## config.mk

```make
export PLATFORM = sky130hd
export DESIGN_NAME = integer_to_ascii_formatter
export DESIGN_NICKNAME = d
export VERILOG_FILES = /design/src/itoaf_pkg.sv /design/src/itoaf_queue.sv /design/src/itoaf_front.sv /design/src/itoaf_back.sv /design/src/integer_to_ascii_formatter.sv
export SDC_FILE = /design/constraint.sdc
export NUM_CORES = 1
export LEC_CHECK = 0
export BUFFER_PORTS_ARGS = -buffer_cell sky130_fd_sc_hd__buf_2
export CORE_AREA = 2 2 257 183
export CTS_CLUSTER_DIAMETER = 30
export DETAILED_ROUTE_END_ITERATION = 12
export DIE_AREA = 0 0 259 185
export HOLD_SLACK_MARGIN = 0.03
export SYNTH_ARGS = -nofsm -noshare
export SYNTH_HDL_FRONTEND = slang
export SYNTH_SLANG_ARGS = --single-unit
```

## constraint.sdc

```tcl
create_clock -name clock -period 6.85 [get_ports clock]
set_clock_uncertainty 0.05 [all_clocks]
set_input_delay 0.3425 -clock clock [delete_from_list [all_inputs] [get_ports clock]]
set_output_delay 0.3425 -clock clock [all_outputs]
set_load 0.03 [all_outputs]
```

## src/itoaf_pkg.sv

```systemverilog
package itoaf_pkg;

   localparam int MaxWidthDefault = 63;
   localparam int DigitCap        = 22;
   localparam int DecDigits       = 20;
   localparam int HexDigits       = 16;
   localparam int ConvSteps       = 64;
   localparam int QueueDepth      = 2;
   localparam int FrameMax        = 63;

   typedef enum logic [2:0] {
      KIND_SDEC  = 3'd0,
      KIND_UDEC  = 3'd1,
      KIND_HEXL  = 3'd2,
      KIND_HEXU  = 3'd3,
      KIND_OCT   = 3'd4,
      KIND_CHAR  = 3'd5
   } kind_type;

   typedef enum logic [1:0] {
      SIGN_NONE  = 2'd0,
      SIGN_PLUS  = 2'd1,
      SIGN_SPACE = 2'd2
   } sign_mode_type;

   typedef enum logic [1:0] {
      RADIX_DEC,
      RADIX_HEX,
      RADIX_OCT,
      RADIX_CHAR
   } radix_type;

   typedef enum logic [2:0] {
      ST_IDLE,
      ST_CONV,
      ST_COUNT,
      ST_SIGN,
      ST_PRE,
      ST_DIG,
      ST_POST
   } back_state_type;

   localparam logic [7:0] ChZero  = 8'h30;
   localparam logic [7:0] ChMinus = 8'h2d;
   localparam logic [7:0] ChPlus  = 8'h2b;
   localparam logic [7:0] ChSpace = 8'h20;
   localparam logic [7:0] ChUpperA = 8'h41;
   localparam logic [7:0] ChLowerA = 8'h61;

   typedef struct packed {
      radix_type   radix;
      logic        upper;
      logic [63:0] mag;
      logic        has_sign;
      logic [7:0]  sign_char;
      logic [5:0]  width;
      logic        left;
      logic        zero;
   } job_type;

   function automatic logic [7:0] digit_char(input logic [3:0] d, input logic upper);
      logic [7:0] base_ch;
      base_ch = upper ? ChUpperA : ChLowerA;
      if (d < 4'd10) begin
         return ChZero + {4'b0, d};
      end
      return base_ch + {4'b0, d} - 8'd10;
   endfunction

endpackage

```

## src/itoaf_queue.sv

```systemverilog
module itoaf_queue (
   input  logic              clock,
   input  logic              reset,
   input  logic              push,
   input  itoaf_pkg::job_type push_data,
   output logic              full,
   input  logic              pop,
   output logic              not_empty,
   output itoaf_pkg::job_type pop_data
);

   localparam int PtrW = (itoaf_pkg::QueueDepth > 1) ? $clog2(itoaf_pkg::QueueDepth) : 1;
   localparam int CntW = $clog2(itoaf_pkg::QueueDepth + 1);
   localparam logic [CntW-1:0] DepthC = CntW'(itoaf_pkg::QueueDepth);
   localparam logic [PtrW-1:0] LastPtr = PtrW'(itoaf_pkg::QueueDepth - 1);

   itoaf_pkg::job_type entries_ff [itoaf_pkg::QueueDepth];
   logic [PtrW-1:0] wr_ptr_ff, wr_ptr_in;
   logic [PtrW-1:0] rd_ptr_ff, rd_ptr_in;
   logic [CntW-1:0] count_ff, count_in;
   logic            do_push, do_pop;

   assign full      = (count_ff == DepthC);
   assign not_empty = (count_ff != '0);
   assign pop_data  = entries_ff[rd_ptr_ff];
   assign do_push   = push && !full;
   assign do_pop    = pop && not_empty;

   always_comb begin
      wr_ptr_in = wr_ptr_ff;
      rd_ptr_in = rd_ptr_ff;
      count_in  = count_ff;
      if (do_push) begin
         wr_ptr_in = (wr_ptr_ff == LastPtr) ? '0 : wr_ptr_ff + 1'b1;
      end
      if (do_pop) begin
         rd_ptr_in = (rd_ptr_ff == LastPtr) ? '0 : rd_ptr_ff + 1'b1;
      end
      if (do_push && !do_pop) begin
         count_in = count_ff + 1'b1;
      end else if (!do_push && do_pop) begin
         count_in = count_ff - 1'b1;
      end
   end

   always_ff @(posedge clock) begin
      if (reset) begin
         wr_ptr_ff <= '0;
         rd_ptr_ff <= '0;
         count_ff  <= '0;
      end else begin
         wr_ptr_ff <= wr_ptr_in;
         rd_ptr_ff <= rd_ptr_in;
         count_ff  <= count_in;
      end
   end

   always_ff @(posedge clock) begin
      if (do_push) begin
         entries_ff[wr_ptr_ff] <= push_data;
      end
   end

endmodule

```

## src/itoaf_front.sv

```systemverilog
module itoaf_front #(
   parameter int MAX_WIDTH = itoaf_pkg::MaxWidthDefault
) (
   input  logic               req_tvalid,
   output logic               req_tready,
   input  logic [79:0]        req_tdata,
   input  logic [2:0]         req_tuser,
   input  logic               q_full,
   output logic               q_push,
   output itoaf_pkg::job_type q_data
);

   localparam logic [7:0] MaxW = 8'(MAX_WIDTH);

   logic [63:0] value;
   logic        is_wide;
   logic [5:0]  field_width;
   logic        left_justify;
   logic        zero_pad;
   logic [1:0]  sign_mode;
   logic [63:0] v64;
   logic [63:0] negv;
   logic        neg;
   logic        kind_ok;
   logic [7:0]  w8;
   logic [5:0]  w_sat;

   assign value        = req_tdata[63:0];
   assign is_wide      = req_tdata[64];
   assign field_width  = req_tdata[70:65];
   assign left_justify = req_tdata[71];
   assign zero_pad     = req_tdata[72];
   assign sign_mode    = req_tdata[74:73];

   assign req_tready = !q_full;
   assign kind_ok    = (req_tuser <= itoaf_pkg::KIND_CHAR);
   assign q_push     = req_tvalid && !q_full && kind_ok;

   always_comb begin
      v64  = is_wide ? value : {32'b0, value[31:0]};
      negv = 64'(64'd0 - v64);
      neg  = (req_tuser == itoaf_pkg::KIND_SDEC) && (is_wide ? value[63] : value[31]);
      w8   = ({2'b0, field_width} > MaxW) ? MaxW : {2'b0, field_width};
      w_sat = w8[5:0];

      q_data           = '0;
      q_data.upper     = (req_tuser == itoaf_pkg::KIND_HEXU);
      q_data.left      = left_justify;
      q_data.zero      = zero_pad;
      q_data.mag       = neg ? (is_wide ? negv : {32'b0, negv[31:0]}) : v64;
      q_data.has_sign  = neg;
      q_data.sign_char = itoaf_pkg::ChMinus;
      if (!neg && (req_tuser == itoaf_pkg::KIND_SDEC) && (v64 != '0)) begin
         if (sign_mode == itoaf_pkg::SIGN_PLUS) begin
            q_data.has_sign  = 1'b1;
            q_data.sign_char = itoaf_pkg::ChPlus;
         end else if (sign_mode == itoaf_pkg::SIGN_SPACE) begin
            q_data.has_sign  = 1'b1;
            q_data.sign_char = itoaf_pkg::ChSpace;
         end
      end
      q_data.width = (q_data.has_sign && (w_sat != '0)) ? w_sat - 6'd1 : w_sat;

      case (req_tuser)
         itoaf_pkg::KIND_SDEC, itoaf_pkg::KIND_UDEC: begin
            q_data.radix = itoaf_pkg::RADIX_DEC;
         end
         itoaf_pkg::KIND_HEXL, itoaf_pkg::KIND_HEXU: begin
            q_data.radix = itoaf_pkg::RADIX_HEX;
         end
         itoaf_pkg::KIND_OCT: begin
            q_data.radix = itoaf_pkg::RADIX_OCT;
         end
         default: begin
            q_data.radix = itoaf_pkg::RADIX_CHAR;
            q_data.zero  = 1'b0;
            q_data.mag   = {56'b0, value[7:0]};
         end
      endcase
   end

endmodule

```

## src/itoaf_back.sv

```systemverilog
module itoaf_back (
   input  logic               clock,
   input  logic               reset,
   input  logic               q_not_empty,
   input  itoaf_pkg::job_type q_data,
   output logic               q_pop,
   output logic               rsp_tvalid,
   input  logic               rsp_tready,
   output logic [7:0]         rsp_tdata,
   output logic               rsp_tlast
);

   localparam int IdxW  = $clog2(itoaf_pkg::DigitCap);
   localparam int StepW = $clog2(itoaf_pkg::ConvSteps);
   localparam int DecW  = 4 * itoaf_pkg::DecDigits;
   localparam int AllW  = 4 * itoaf_pkg::DigitCap;
   localparam logic [StepW-1:0] LastStep = StepW'(itoaf_pkg::ConvSteps - 1);

   itoaf_pkg::back_state_type state_ff, state_in;
   itoaf_pkg::job_type        job_ff, job_in;
   logic [itoaf_pkg::DigitCap-1:0][3:0] digits_ff, digits_in;
   logic [63:0]      shift_ff, shift_in;
   logic [StepW-1:0] step_ff, step_in;
   logic [5:0]       pad_ff, pad_in;
   logic [IdxW-1:0]  idx_ff, idx_in;
   logic             out_valid_ff, out_valid_in;
   logic [7:0]       out_data_ff, out_data_in;
   logic             out_last_ff, out_last_in;

   logic             emit_ok;
   logic [DecW-1:0]  adj;
   logic [65:0]      m66;
   logic [IdxW-1:0]  top;
   logic [5:0]       n6;
   logic             post_pad;

   assign emit_ok    = !out_valid_ff || rsp_tready;
   assign post_pad   = job_ff.left && (pad_ff != '0);
   assign rsp_tvalid = out_valid_ff;
   assign rsp_tdata  = out_data_ff;
   assign rsp_tlast  = out_last_ff;

   always_comb begin
      state_in     = state_ff;
      job_in       = job_ff;
      digits_in    = digits_ff;
      shift_in     = shift_ff;
      step_in      = step_ff;
      pad_in       = pad_ff;
      idx_in       = idx_ff;
      out_valid_in = out_valid_ff && !rsp_tready;
      out_data_in  = out_data_ff;
      out_last_in  = out_last_ff;
      q_pop        = 1'b0;
      m66          = {2'b0, q_data.mag};
      top          = '0;
      n6           = '0;
      for (int i = 0; i < itoaf_pkg::DecDigits; i++) begin
         adj[4*i +: 4] = (digits_ff[i] >= 4'd5) ? digits_ff[i] + 4'd3 : digits_ff[i];
      end

      case (state_ff)
         itoaf_pkg::ST_IDLE: begin
            if (q_not_empty) begin
               q_pop     = 1'b1;
               job_in    = q_data;
               digits_in = '0;
               shift_in  = q_data.mag;
               step_in   = '0;
               state_in  = itoaf_pkg::ST_COUNT;
               case (q_data.radix)
                  itoaf_pkg::RADIX_DEC: begin
                     state_in = itoaf_pkg::ST_CONV;
                  end
                  itoaf_pkg::RADIX_HEX: begin
                     for (int i = 0; i < itoaf_pkg::HexDigits; i++) begin
                        digits_in[i] = q_data.mag[4*i +: 4];
                     end
                  end
                  itoaf_pkg::RADIX_OCT: begin
                     for (int i = 0; i < itoaf_pkg::DigitCap; i++) begin
                        digits_in[i] = {1'b0, m66[3*i +: 3]};
                     end
                  end
                  default: begin
                     digits_in = '0;
                  end
               endcase
            end
         end
         itoaf_pkg::ST_CONV: begin
            digits_in = {{(AllW - DecW){1'b0}}, adj[DecW-2:0], shift_ff[63]};
            shift_in  = {shift_ff[62:0], 1'b0};
            step_in   = step_ff + 1'b1;
            if (step_ff == LastStep) begin
               state_in = itoaf_pkg::ST_COUNT;
            end
         end
         itoaf_pkg::ST_COUNT: begin
            for (int i = 0; i < itoaf_pkg::DigitCap; i++) begin
               if (digits_ff[i] != 4'd0) begin
                  top = IdxW'(i);
               end
            end
            n6     = 6'(top) + 6'd1;
            idx_in = top;
            pad_in = (job_ff.width > n6) ? job_ff.width - n6 : '0;
            if (job_ff.has_sign) begin
               state_in = itoaf_pkg::ST_SIGN;
            end else if (!job_ff.left && (pad_in != '0)) begin
               state_in = itoaf_pkg::ST_PRE;
            end else begin
               state_in = itoaf_pkg::ST_DIG;
            end
         end
         itoaf_pkg::ST_SIGN: begin
            if (emit_ok) begin
               out_valid_in = 1'b1;
               out_data_in  = job_ff.sign_char;
               out_last_in  = 1'b0;
               state_in     = (!job_ff.left && (pad_ff != '0)) ? itoaf_pkg::ST_PRE
                                                               : itoaf_pkg::ST_DIG;
            end
         end
         itoaf_pkg::ST_PRE: begin
            if (emit_ok) begin
               out_valid_in = 1'b1;
               out_data_in  = job_ff.zero ? itoaf_pkg::ChZero : itoaf_pkg::ChSpace;
               out_last_in  = 1'b0;
               pad_in       = pad_ff - 6'd1;
               if (pad_ff == 6'd1) begin
                  state_in = itoaf_pkg::ST_DIG;
               end
            end
         end
         itoaf_pkg::ST_DIG: begin
            if (emit_ok) begin
               out_valid_in = 1'b1;
               out_data_in  = (job_ff.radix == itoaf_pkg::RADIX_CHAR) ? job_ff.mag[7:0]
                              : itoaf_pkg::digit_char(digits_ff[idx_ff], job_ff.upper);
               out_last_in  = (idx_ff == '0) && !post_pad;
               if (idx_ff == '0) begin
                  state_in = post_pad ? itoaf_pkg::ST_POST : itoaf_pkg::ST_IDLE;
               end else begin
                  idx_in = idx_ff - 1'b1;
               end
            end
         end
         itoaf_pkg::ST_POST: begin
            if (emit_ok) begin
               out_valid_in = 1'b1;
               out_data_in  = itoaf_pkg::ChSpace;
               out_last_in  = (pad_ff == 6'd1);
               pad_in       = pad_ff - 6'd1;
               if (pad_ff == 6'd1) begin
                  state_in = itoaf_pkg::ST_IDLE;
               end
            end
         end
         default: begin
            state_in = itoaf_pkg::ST_IDLE;
         end
      endcase
   end

   always_ff @(posedge clock) begin
      if (reset) begin
         state_ff     <= itoaf_pkg::ST_IDLE;
         out_valid_ff <= 1'b0;
      end else begin
         state_ff     <= state_in;
         out_valid_ff <= out_valid_in;
      end
   end

   always_ff @(posedge clock) begin
      job_ff      <= job_in;
      digits_ff   <= digits_in;
      shift_ff    <= shift_in;
      step_ff     <= step_in;
      pad_ff      <= pad_in;
      idx_ff      <= idx_in;
      out_data_ff <= out_data_in;
      out_last_ff <= out_last_in;
   end

endmodule

```

## src/integer_to_ascii_formatter.sv

```systemverilog
// Formats one printf-style integer or character conversion per request item.
// The req channel carries the operand, flags and width in tdata and the conversion
// kind in tuser; items with an unknown kind are accepted and dropped.
// The rsp channel returns the formatted text, one ASCII character per item, with
// tlast on the final character of each request.
// Requests pass through a two-entry queue, so up to two more requests are taken
// while one is being formatted. A decimal request first runs through the
// double-dabble converter (one bit per cycle), then the formatter finds the top
// digit; hex, octal and character requests skip the converter. Characters then
// leave one per cycle while the receiver holds rsp_tready high.
// When the receiver holds rsp_tready low, the pending character stays on the port
// and formatting pauses; the queue keeps accepting until it is full.
// Synchronous reset empties the queue and drops any request in progress.
module integer_to_ascii_formatter #(
   parameter int MAX_WIDTH = itoaf_pkg::MaxWidthDefault
) (
   input  logic        clock,
   input  logic        reset,
   input  logic        req_tvalid,
   output logic        req_tready,
   // value[63:0], is_wide[64], field_width[70:65], left_justify[71],
   // zero_pad[72], sign_mode[74:73], zero fill above.
   input  logic [79:0] req_tdata,
   // req_type[2:0].
   input  logic [2:0]  req_tuser,
   output logic        rsp_tvalid,
   input  logic        rsp_tready,
   // out_char[7:0].
   output logic [7:0]  rsp_tdata,
   output logic        rsp_tlast
);

   logic               q_full;
   logic               q_push;
   logic               q_pop;
   logic               q_not_empty;
   itoaf_pkg::job_type push_data;
   itoaf_pkg::job_type pop_data;

   itoaf_front #(
      .MAX_WIDTH(MAX_WIDTH)
   ) u_front (
      .req_tvalid(req_tvalid),
      .req_tready(req_tready),
      .req_tdata (req_tdata),
      .req_tuser (req_tuser),
      .q_full    (q_full),
      .q_push    (q_push),
      .q_data    (push_data)
   );

   itoaf_queue u_queue (
      .clock    (clock),
      .reset    (reset),
      .push     (q_push),
      .push_data(push_data),
      .full     (q_full),
      .pop      (q_pop),
      .not_empty(q_not_empty),
      .pop_data (pop_data)
   );

   itoaf_back u_back (
      .clock      (clock),
      .reset      (reset),
      .q_not_empty(q_not_empty),
      .q_data     (pop_data),
      .q_pop      (q_pop),
      .rsp_tvalid (rsp_tvalid),
      .rsp_tready (rsp_tready),
      .rsp_tdata  (rsp_tdata),
      .rsp_tlast  (rsp_tlast)
   );

endmodule

```

# Word level (Yosys, flattened, before mapping)
# Memories as Yosys holds them, arrays and structs flattened. A register that Yosys moved wholly into a read port is not among the register bits.
# Index checks and enable logic that the tools add are counted.
# Widths: inputs -> output; s select.
[classes] add_sub_neg=34 n_lt_le_gt_ge=24 eq_ne=30 n_mux=113 n_reduce_logical=73
[ops] op="$mux 64" count=5
[ops] op="$pmux 64 s2" count=2
[ops] op="$pmux 88 s2" count=1
[ops] op="$mux 4" count=28
[ops] op="$mux 88" count=1
[ops] op="$reduce_bool 4->1" count=22
[ops] op="$ge 4x3->1 const B" count=20
[ops] op="$add 4x2->4 const B" count=19
[ops] op="$reduce_bool 64->1" count=1
[ops] op="$sub 1x64->64 const A" count=1
[ops] op="$mux 8" count=7
[ops] op="$mux 5" count=10
[ops] op="$mux 3" count=16
[ops] op="$pmux 8 s4" count=1
[ops] op="$mux 6" count=5
[ops] op="$mux 9" count=3
[ops] op="$pmux 6 s2" count=2
[ops] op="$mux 1" count=21
[ops] op="$mux 21" count=1
[ops] op="$pmux 3 s7" count=1
[ops] op="$bmux 4 s5" count=1
[ops] op="$ne 2x1->1 const B" count=10
[ops] op="$reduce_bool 6->1" count=3
[ops] op="$logic_and 1x1->1" count=15
[ops] op="other kinds (43)" count=78
[totals] reg_bits=214 ramBits=168 input_bits=87 output_inout_bits=11 elab_cells=316 memories=1
[mem_list] memory="u_queue.entries_ff" words=2 word_bits=84 rd=1 rd_clocked_by_memory_dff=1 wr=1 line_no="itoaf_queue.sv:17" source="itoaf_pkg::job_type entries_ff [itoaf_pkg::QueueDepth];"

# Depth between registers and ports, before layout
[logic_depth] word_depth=31 ltp_mapped=17 depth_no_buf=17

# By module
# A second synthesis with hierarchy kept.
[hier_totals] hier_cells=1920 area_unflattened_um2=21206.6
[by_module_without_submodules] mod="itoaf_back" instances=1 cells_each=1270 area_per_inst_um2=12653.4 seq_area_each_um2=6145.9
[by_module_without_submodules] mod="itoaf_queue" instances=1 cells_each=286 area_per_inst_um2=6296.0 seq_area_each_um2=5144.9
[by_module_without_submodules] mod="itoaf_front" instances=1 cells_each=364 area_per_inst_um2=2257.2 seq_area_each_um2=0.0

# Worst setup path after synthesis
# OpenSTA, ideal clock, no wires.
[synth_path] path_kind="reg-to-reg" startpoint="reg u_back.state_ff[2]" endpoint="reg u_back.digits_ff[0] (netlist bit), enable pin" setup_ns=1.279 arrival_time_ns=3.996 required_ns=5.521 path_slack_ns=1.525 path_stages_with_launch=7 n_path_buf=3 synth_period_minus_slack_ns=5.325 cell_sequence="dfxtp_1 clkbuf_1 nor2_1 nand2_1 clkbuf_1 buf_1 nand2_1"
[synth_between] elab_chain_len=3 elab_cells_between_ends=5 classes_between="eq/ne: 2; reduce/logical: 3"
[synth_lines] element="start, declared" line_no="itoaf_back.sv:19" source="itoaf_pkg::back_state_type state_ff, state_in;"
[synth_lines] element="start signal, assigned" line_no="itoaf_back.sv:168" source="state_ff <= itoaf_pkg::ST_IDLE;"
[synth_lines] element="start signal, assigned" line_no="itoaf_back.sv:171" source="state_ff <= state_in;"
[synth_lines] element="$eq 3x1->1 / $logic_not 3->1 (equally long branches)" line_no="itoaf_back.sv:62" source="case (state_ff)"
[synth_lines] element="$reduce_bool 2->1 (no line) / $ne 2x2->1 (equally long branches)"
[synth_lines] element="$reduce_and 2->1 (no line) (*)"
[synth_lines] element="end signal, assigned" line_no="itoaf_back.sv:178" source="digits_ff <= digits_in;"
[synth_lines] element="end, declared" line_no="itoaf_back.sv:21" source="logic [itoaf_pkg::DigitCap-1:0][3:0] digits_ff, digits_in;"
# Every way passes the cells marked *; elsewhere a longest branch is shown, timed or not.
# A chain may end at the register's enable or synchronous reset.

# Worst setup path after layout
[layout_path] startpoint="reg u_back.digits_ff[24] (netlist bit)" endpoint="reg u_back.state_ff[0]"
[layout_between] elab_chain_len=26 elab_cells_between_ends=27 classes_between="add/sub: 2; order compare: 1; mux: 21; reduce/logical: 3"
[layout_lines] element="$reduce_bool 4->1 (*)" line_no="itoaf_back.sv:101" source="if (digits_ff[i] != 4'd0) begin"
[layout_lines] element="$mux 3 (*) (2 in series)" line_no="itoaf_back.sv:101"
[layout_lines] element="$mux 4 (*) (8 in series)" line_no="itoaf_back.sv:101"
[layout_lines] element="$mux 5 (*) (6 in series)" line_no="itoaf_back.sv:101"
[layout_lines] element="$mux 5 (*)" line_no="itoaf_back.sv:62"
[layout_lines] element="$add 5x1->6 (*)" line_no="itoaf_back.sv:105" source="n6 = 6'(top) + 6'd1;"
[layout_lines] element="$sub 6x6->6 / $gt 6x6->1 (equally long branches)" line_no="itoaf_back.sv:107" source="pad_in = (job_ff.width > n6) ? job_ff.width - n6 : '0;"
[layout_lines] element="$mux 6 (*)" line_no="itoaf_back.sv:107"
[layout_lines] element="$reduce_bool 6->1 (*)" line_no="itoaf_back.sv:110" source="end else if (!job_ff.left && (pad_in != '0)) begin"
[layout_lines] element="$logic_and 1x1->1 (*)" line_no="itoaf_back.sv:110"
[layout_lines] element="$mux 1 (*)" line_no="itoaf_back.sv:110"
[layout_lines] element="$mux 3 (*)" line_no="itoaf_back.sv:108" source="if (job_ff.has_sign) begin"
[layout_lines] element="$pmux 3 s7 (*)" line_no="itoaf_back.sv:62"
# Every way passes the cells marked *; elsewhere a longest branch is shown, timed or not. The select of a mux whose other input is x is not followed.

==> metrics.md <==
| Metric | Value |
|---|---|
| Area of the multi-input gates | 0.00873 mm2 |
| Number of unique standard cell types used by synthesis | 76 |
| Post-synth top area cell | edfxtp_1 |
| Row cnt | 66 |
| CTS Buf Count | 74 |
| Worst EP arrival | 5.72 ns |
| Place WS | 1.70 ns |
| Final Non-Filler Cells | 2612 |
| Post-route ant nets | 0 |
| Min-delay worst type | input port to register |
| Core Box Area | 0.0457 mm2 |
| Final Hold Viols | 0 |
| Initial core utilization | 44.2% |
| Root Driver | clkbuf_16 |
| GR Util All Layers | 23.4% |
| CTS HTree Levels | 3 |
| Worst setup margin | 1.53 ns |
| Top FF cell, synth | edfxtp_1 |
| Commonest non-fill, non-tap cell in the layout | edfxtp_1 |
| Leakage | 8.51 nW |
| Setup violators final | 0 |
| CTS tree | built |
| Post-CTS resize count | 0 |
| Gr ovfl total | 0 |
| Avg Cell Area, Syn | 11.0 um2 |
| N_diodes | 0 |
| Reg clk slew, reported paths | 0.05 ns |
| Post-layout util | 52.1% |
| Post-synth EDFFs | 355 |
| Clock Sinks | 364 |
| Dpl cells | 2470 |
| Worst Setup End Kind | register |
| Syn. warnings | 0 |
| Achievable frequency | 0.188 GHz |
| Synth async-reset ratio | 0% |
| Clk buf depth | 3 |
| Die ar. | 0.0479 mm2 |
| Post-CTS setup buffers | 0 |
| First-pass GRT wire length | 85000 um |
| Outcome | completed |
| Final period utilization | 77.6% |
| Post-synthesis cell area | 0.0202 mm2 |
| Vias in the first global route | 14212 |
| DR pass1 iterations | 6 |
| Tmin final | 5.32 ns |
| Storage cell area | 0.0108 mm2 |
| DR iter-0 viols | 1983 |
| Worst Path Max Fanout | 4 |
| Synth top area share | 52.8% |
| Routability cong. | 0.889 |
| P&R area growth vs syn | 17.8% |
| Most frequent cells in the layout | edfxtp_1 (355), nor2_1 (316), a21oi_1 (125) |
| PortBufs | 92 |
| Hold-fix buffers, CTS | 7 |
| Clk_lat worst skew | 0.59 ns |
| Syn Nets | 1992 |
| Synth top area cells | edfxtp_1 (53%), nor2_1 (5.9%), ha_1 (4.0%) |
| Max VDD drop | 0.278 mV |
| Initial antenna violation count | 0 |
| Layout cell share with drive strength beyond 1 | 17.0% |
| Sequential area share after synthesis | 53.7% |
| #FFs+latches synth | 364 |
| Critical path class | register to register |
| WL/cell | 21.3 um |
| RSZ-0062 raised after global routing | no |
| DR vias/cell | 5.72 |
| Req. time, crit path | 7.25 ns |
| Kind of start point of the critical path | register |
| Fill count | 4013 |
| Total power | 0.0114 W |
| Slew at the pin closest to its max-slew limit | 1.15 ns |
| Pins over their slew limit | 0 |
| Die height | 185 um |
| Vias | 14943 |
| Die W | 259 um |
| Total Wirelength | 55800 um |
| Cells after synthesis | 1840 |
| Pin count of the biggest net entering global routing | 79 |
| Rel. slew slack | 22.8% |
| Power per Cell Area | 481 mW/mm2 |
| DRC | 0 |
| Nets | 2093 |
| TNS Setup | 0 ns |
| Max Cap Viol | 0 |
| Reg2Reg Setup Slack | 1.53 ns |
| HPWL after DPL | 38900 um |
| IO Pins | 98 |
-- path summary, 6_finish.rpt --
kind                                      startpoint            endpoint  depth (start not counted)
worst max-delay path            u_back.digits_ff[24]  u_back.state_ff[0]                         17
worst min-delay path                      rsp_tready   u_back.rsp_tvalid                          4
worst min register to register     u_queue.rd_ptr_ff   u_queue.rd_ptr_ff                          2
worst max register to register  u_back.digits_ff[24]  u_back.state_ff[0]                         17
-- flip-flops by register name, summed over array words and instances (netlist names), 2 cells and up, named ones only --
register and flops:
u_queue.entries_ff 158, u_back.digits_ff 84, u_back.shift_ff 64, u_back.job_ff 23
u_back.rsp_tdata 8, u_back.pad_ff 6, u_back.step_ff 6, u_back.idx_ff 5
u_back.state_ff 3, u_queue.count_ff 2
-- where the power goes --
part,internal [W],switching (W)
clock,0.00236,0.00122
combinational,0.00136,0.00235
sequential,0.00354,0.000592
-- through the flow --
stage	hold slack, ns	instance area [um2]
floorplan	0.391	20200
global placement	0.434	21200
detailed placement	0.439	21200
CTS	0.0445	23800
global route	0.0533	23800
finish	0.0582	23800
-- critical path, cell delays in order (launching register included) --
cell	delay, ns
edfxtp_1	0.44
inv_1	0.13
ha_1	0.21
or3b_2	0.48
nor4b_1	0.59
o2111ai_1	0.22
a211oi_1	0.27
nor3_1	0.14
ha_1	0.34
inv_1	0.05
ha_1	0.28
nor2b_1	0.14
o21a_1	0.18
o21ai_1	0.17
a21oi_1	0.09
a2111oi_0	0.81
a2111oi_2	0.19
a2111oi_0	0.42
-- layer usage --
layer / up-vias / part of all wire, % / track usage, %
met5: - / 0 / 0
met1: 7264 / 49 / 36.9
met3: 64 / 9.4 / 6.06
met2: 590 / 40 / 31.3
li1: 7025 / - / -
met4: 0 / 1.6 / 5.80
-- final cells by class --
cell class / instances / area share (%)
clock inverters: 49 / 2.24
flip-flops and latches: 364 / 45.6
clock buffers: 86 / 8.24
repair buffers: 116 / 2.77
multi-input cells: 1311 / 36.7
inverters: 74 / 1.17
well taps: 612 / 3.22
-- synth_stat cells, types with 4 or more instances --
| cell | number |
|---|---|
| and2_1 | 7 |
| o41ai_1 | 15 |
| a211oi_1 | 7 |
| nor2b_1 | 22 |
| o31ai_1 | 16 |
| o21ai_0 | 75 |
| nor3_1 | 19 |
| or4_1 | 5 |
| a22oi_1 | 43 |
| nand2b_1 | 24 |
| edfxtp_1 | 355 |
| ha_1 | 64 |
| a31oi_1 | 12 |
| nor3b_1 | 44 |
| inv_1 | 72 |
| nand2_1 | 83 |
| xnor2_1 | 63 |
| buf_2 | 5 |
| buf_1 | 13 |
| nor4_1 | 14 |
| a21o_1 | 6 |
| and3_1 | 11 |
| o22ai_1 | 58 |
| o21ai_1 | 8 |
| mux2_2 | 69 |
| dfxtp_1 | 9 |
| or3_1 | 17 |
| o21a_1 | 5 |
| mux4_2 | 20 |
| clkbuf_1 | 70 |
| nand3_1 | 34 |
| nor4b_1 | 4 |
| a21oi_1 | 125 |
| xor2_1 | 44 |
| o32ai_1 | 4 |
| mux2i_1 | 19 |
| nor2_1 | 316 |
-- logic make-up after synthesis --
| group | Yosys count | synth area share [%] |
|---|---|---|
| mux | 108 | 7.02 |
| other cells | 1 | 0.0186 |
| flops | 364 | 53.7 |
| xor+xnor | 107 | 4.64 |
| buf+inv | 165 | 3.17 |
| simple gates | 628 | 15.0 |
| compound gates | 402 | 12.3 |
| fa+ha+maj | 65 | 4.07 |
No activity file was read; power rests on OpenSTA's default activity.
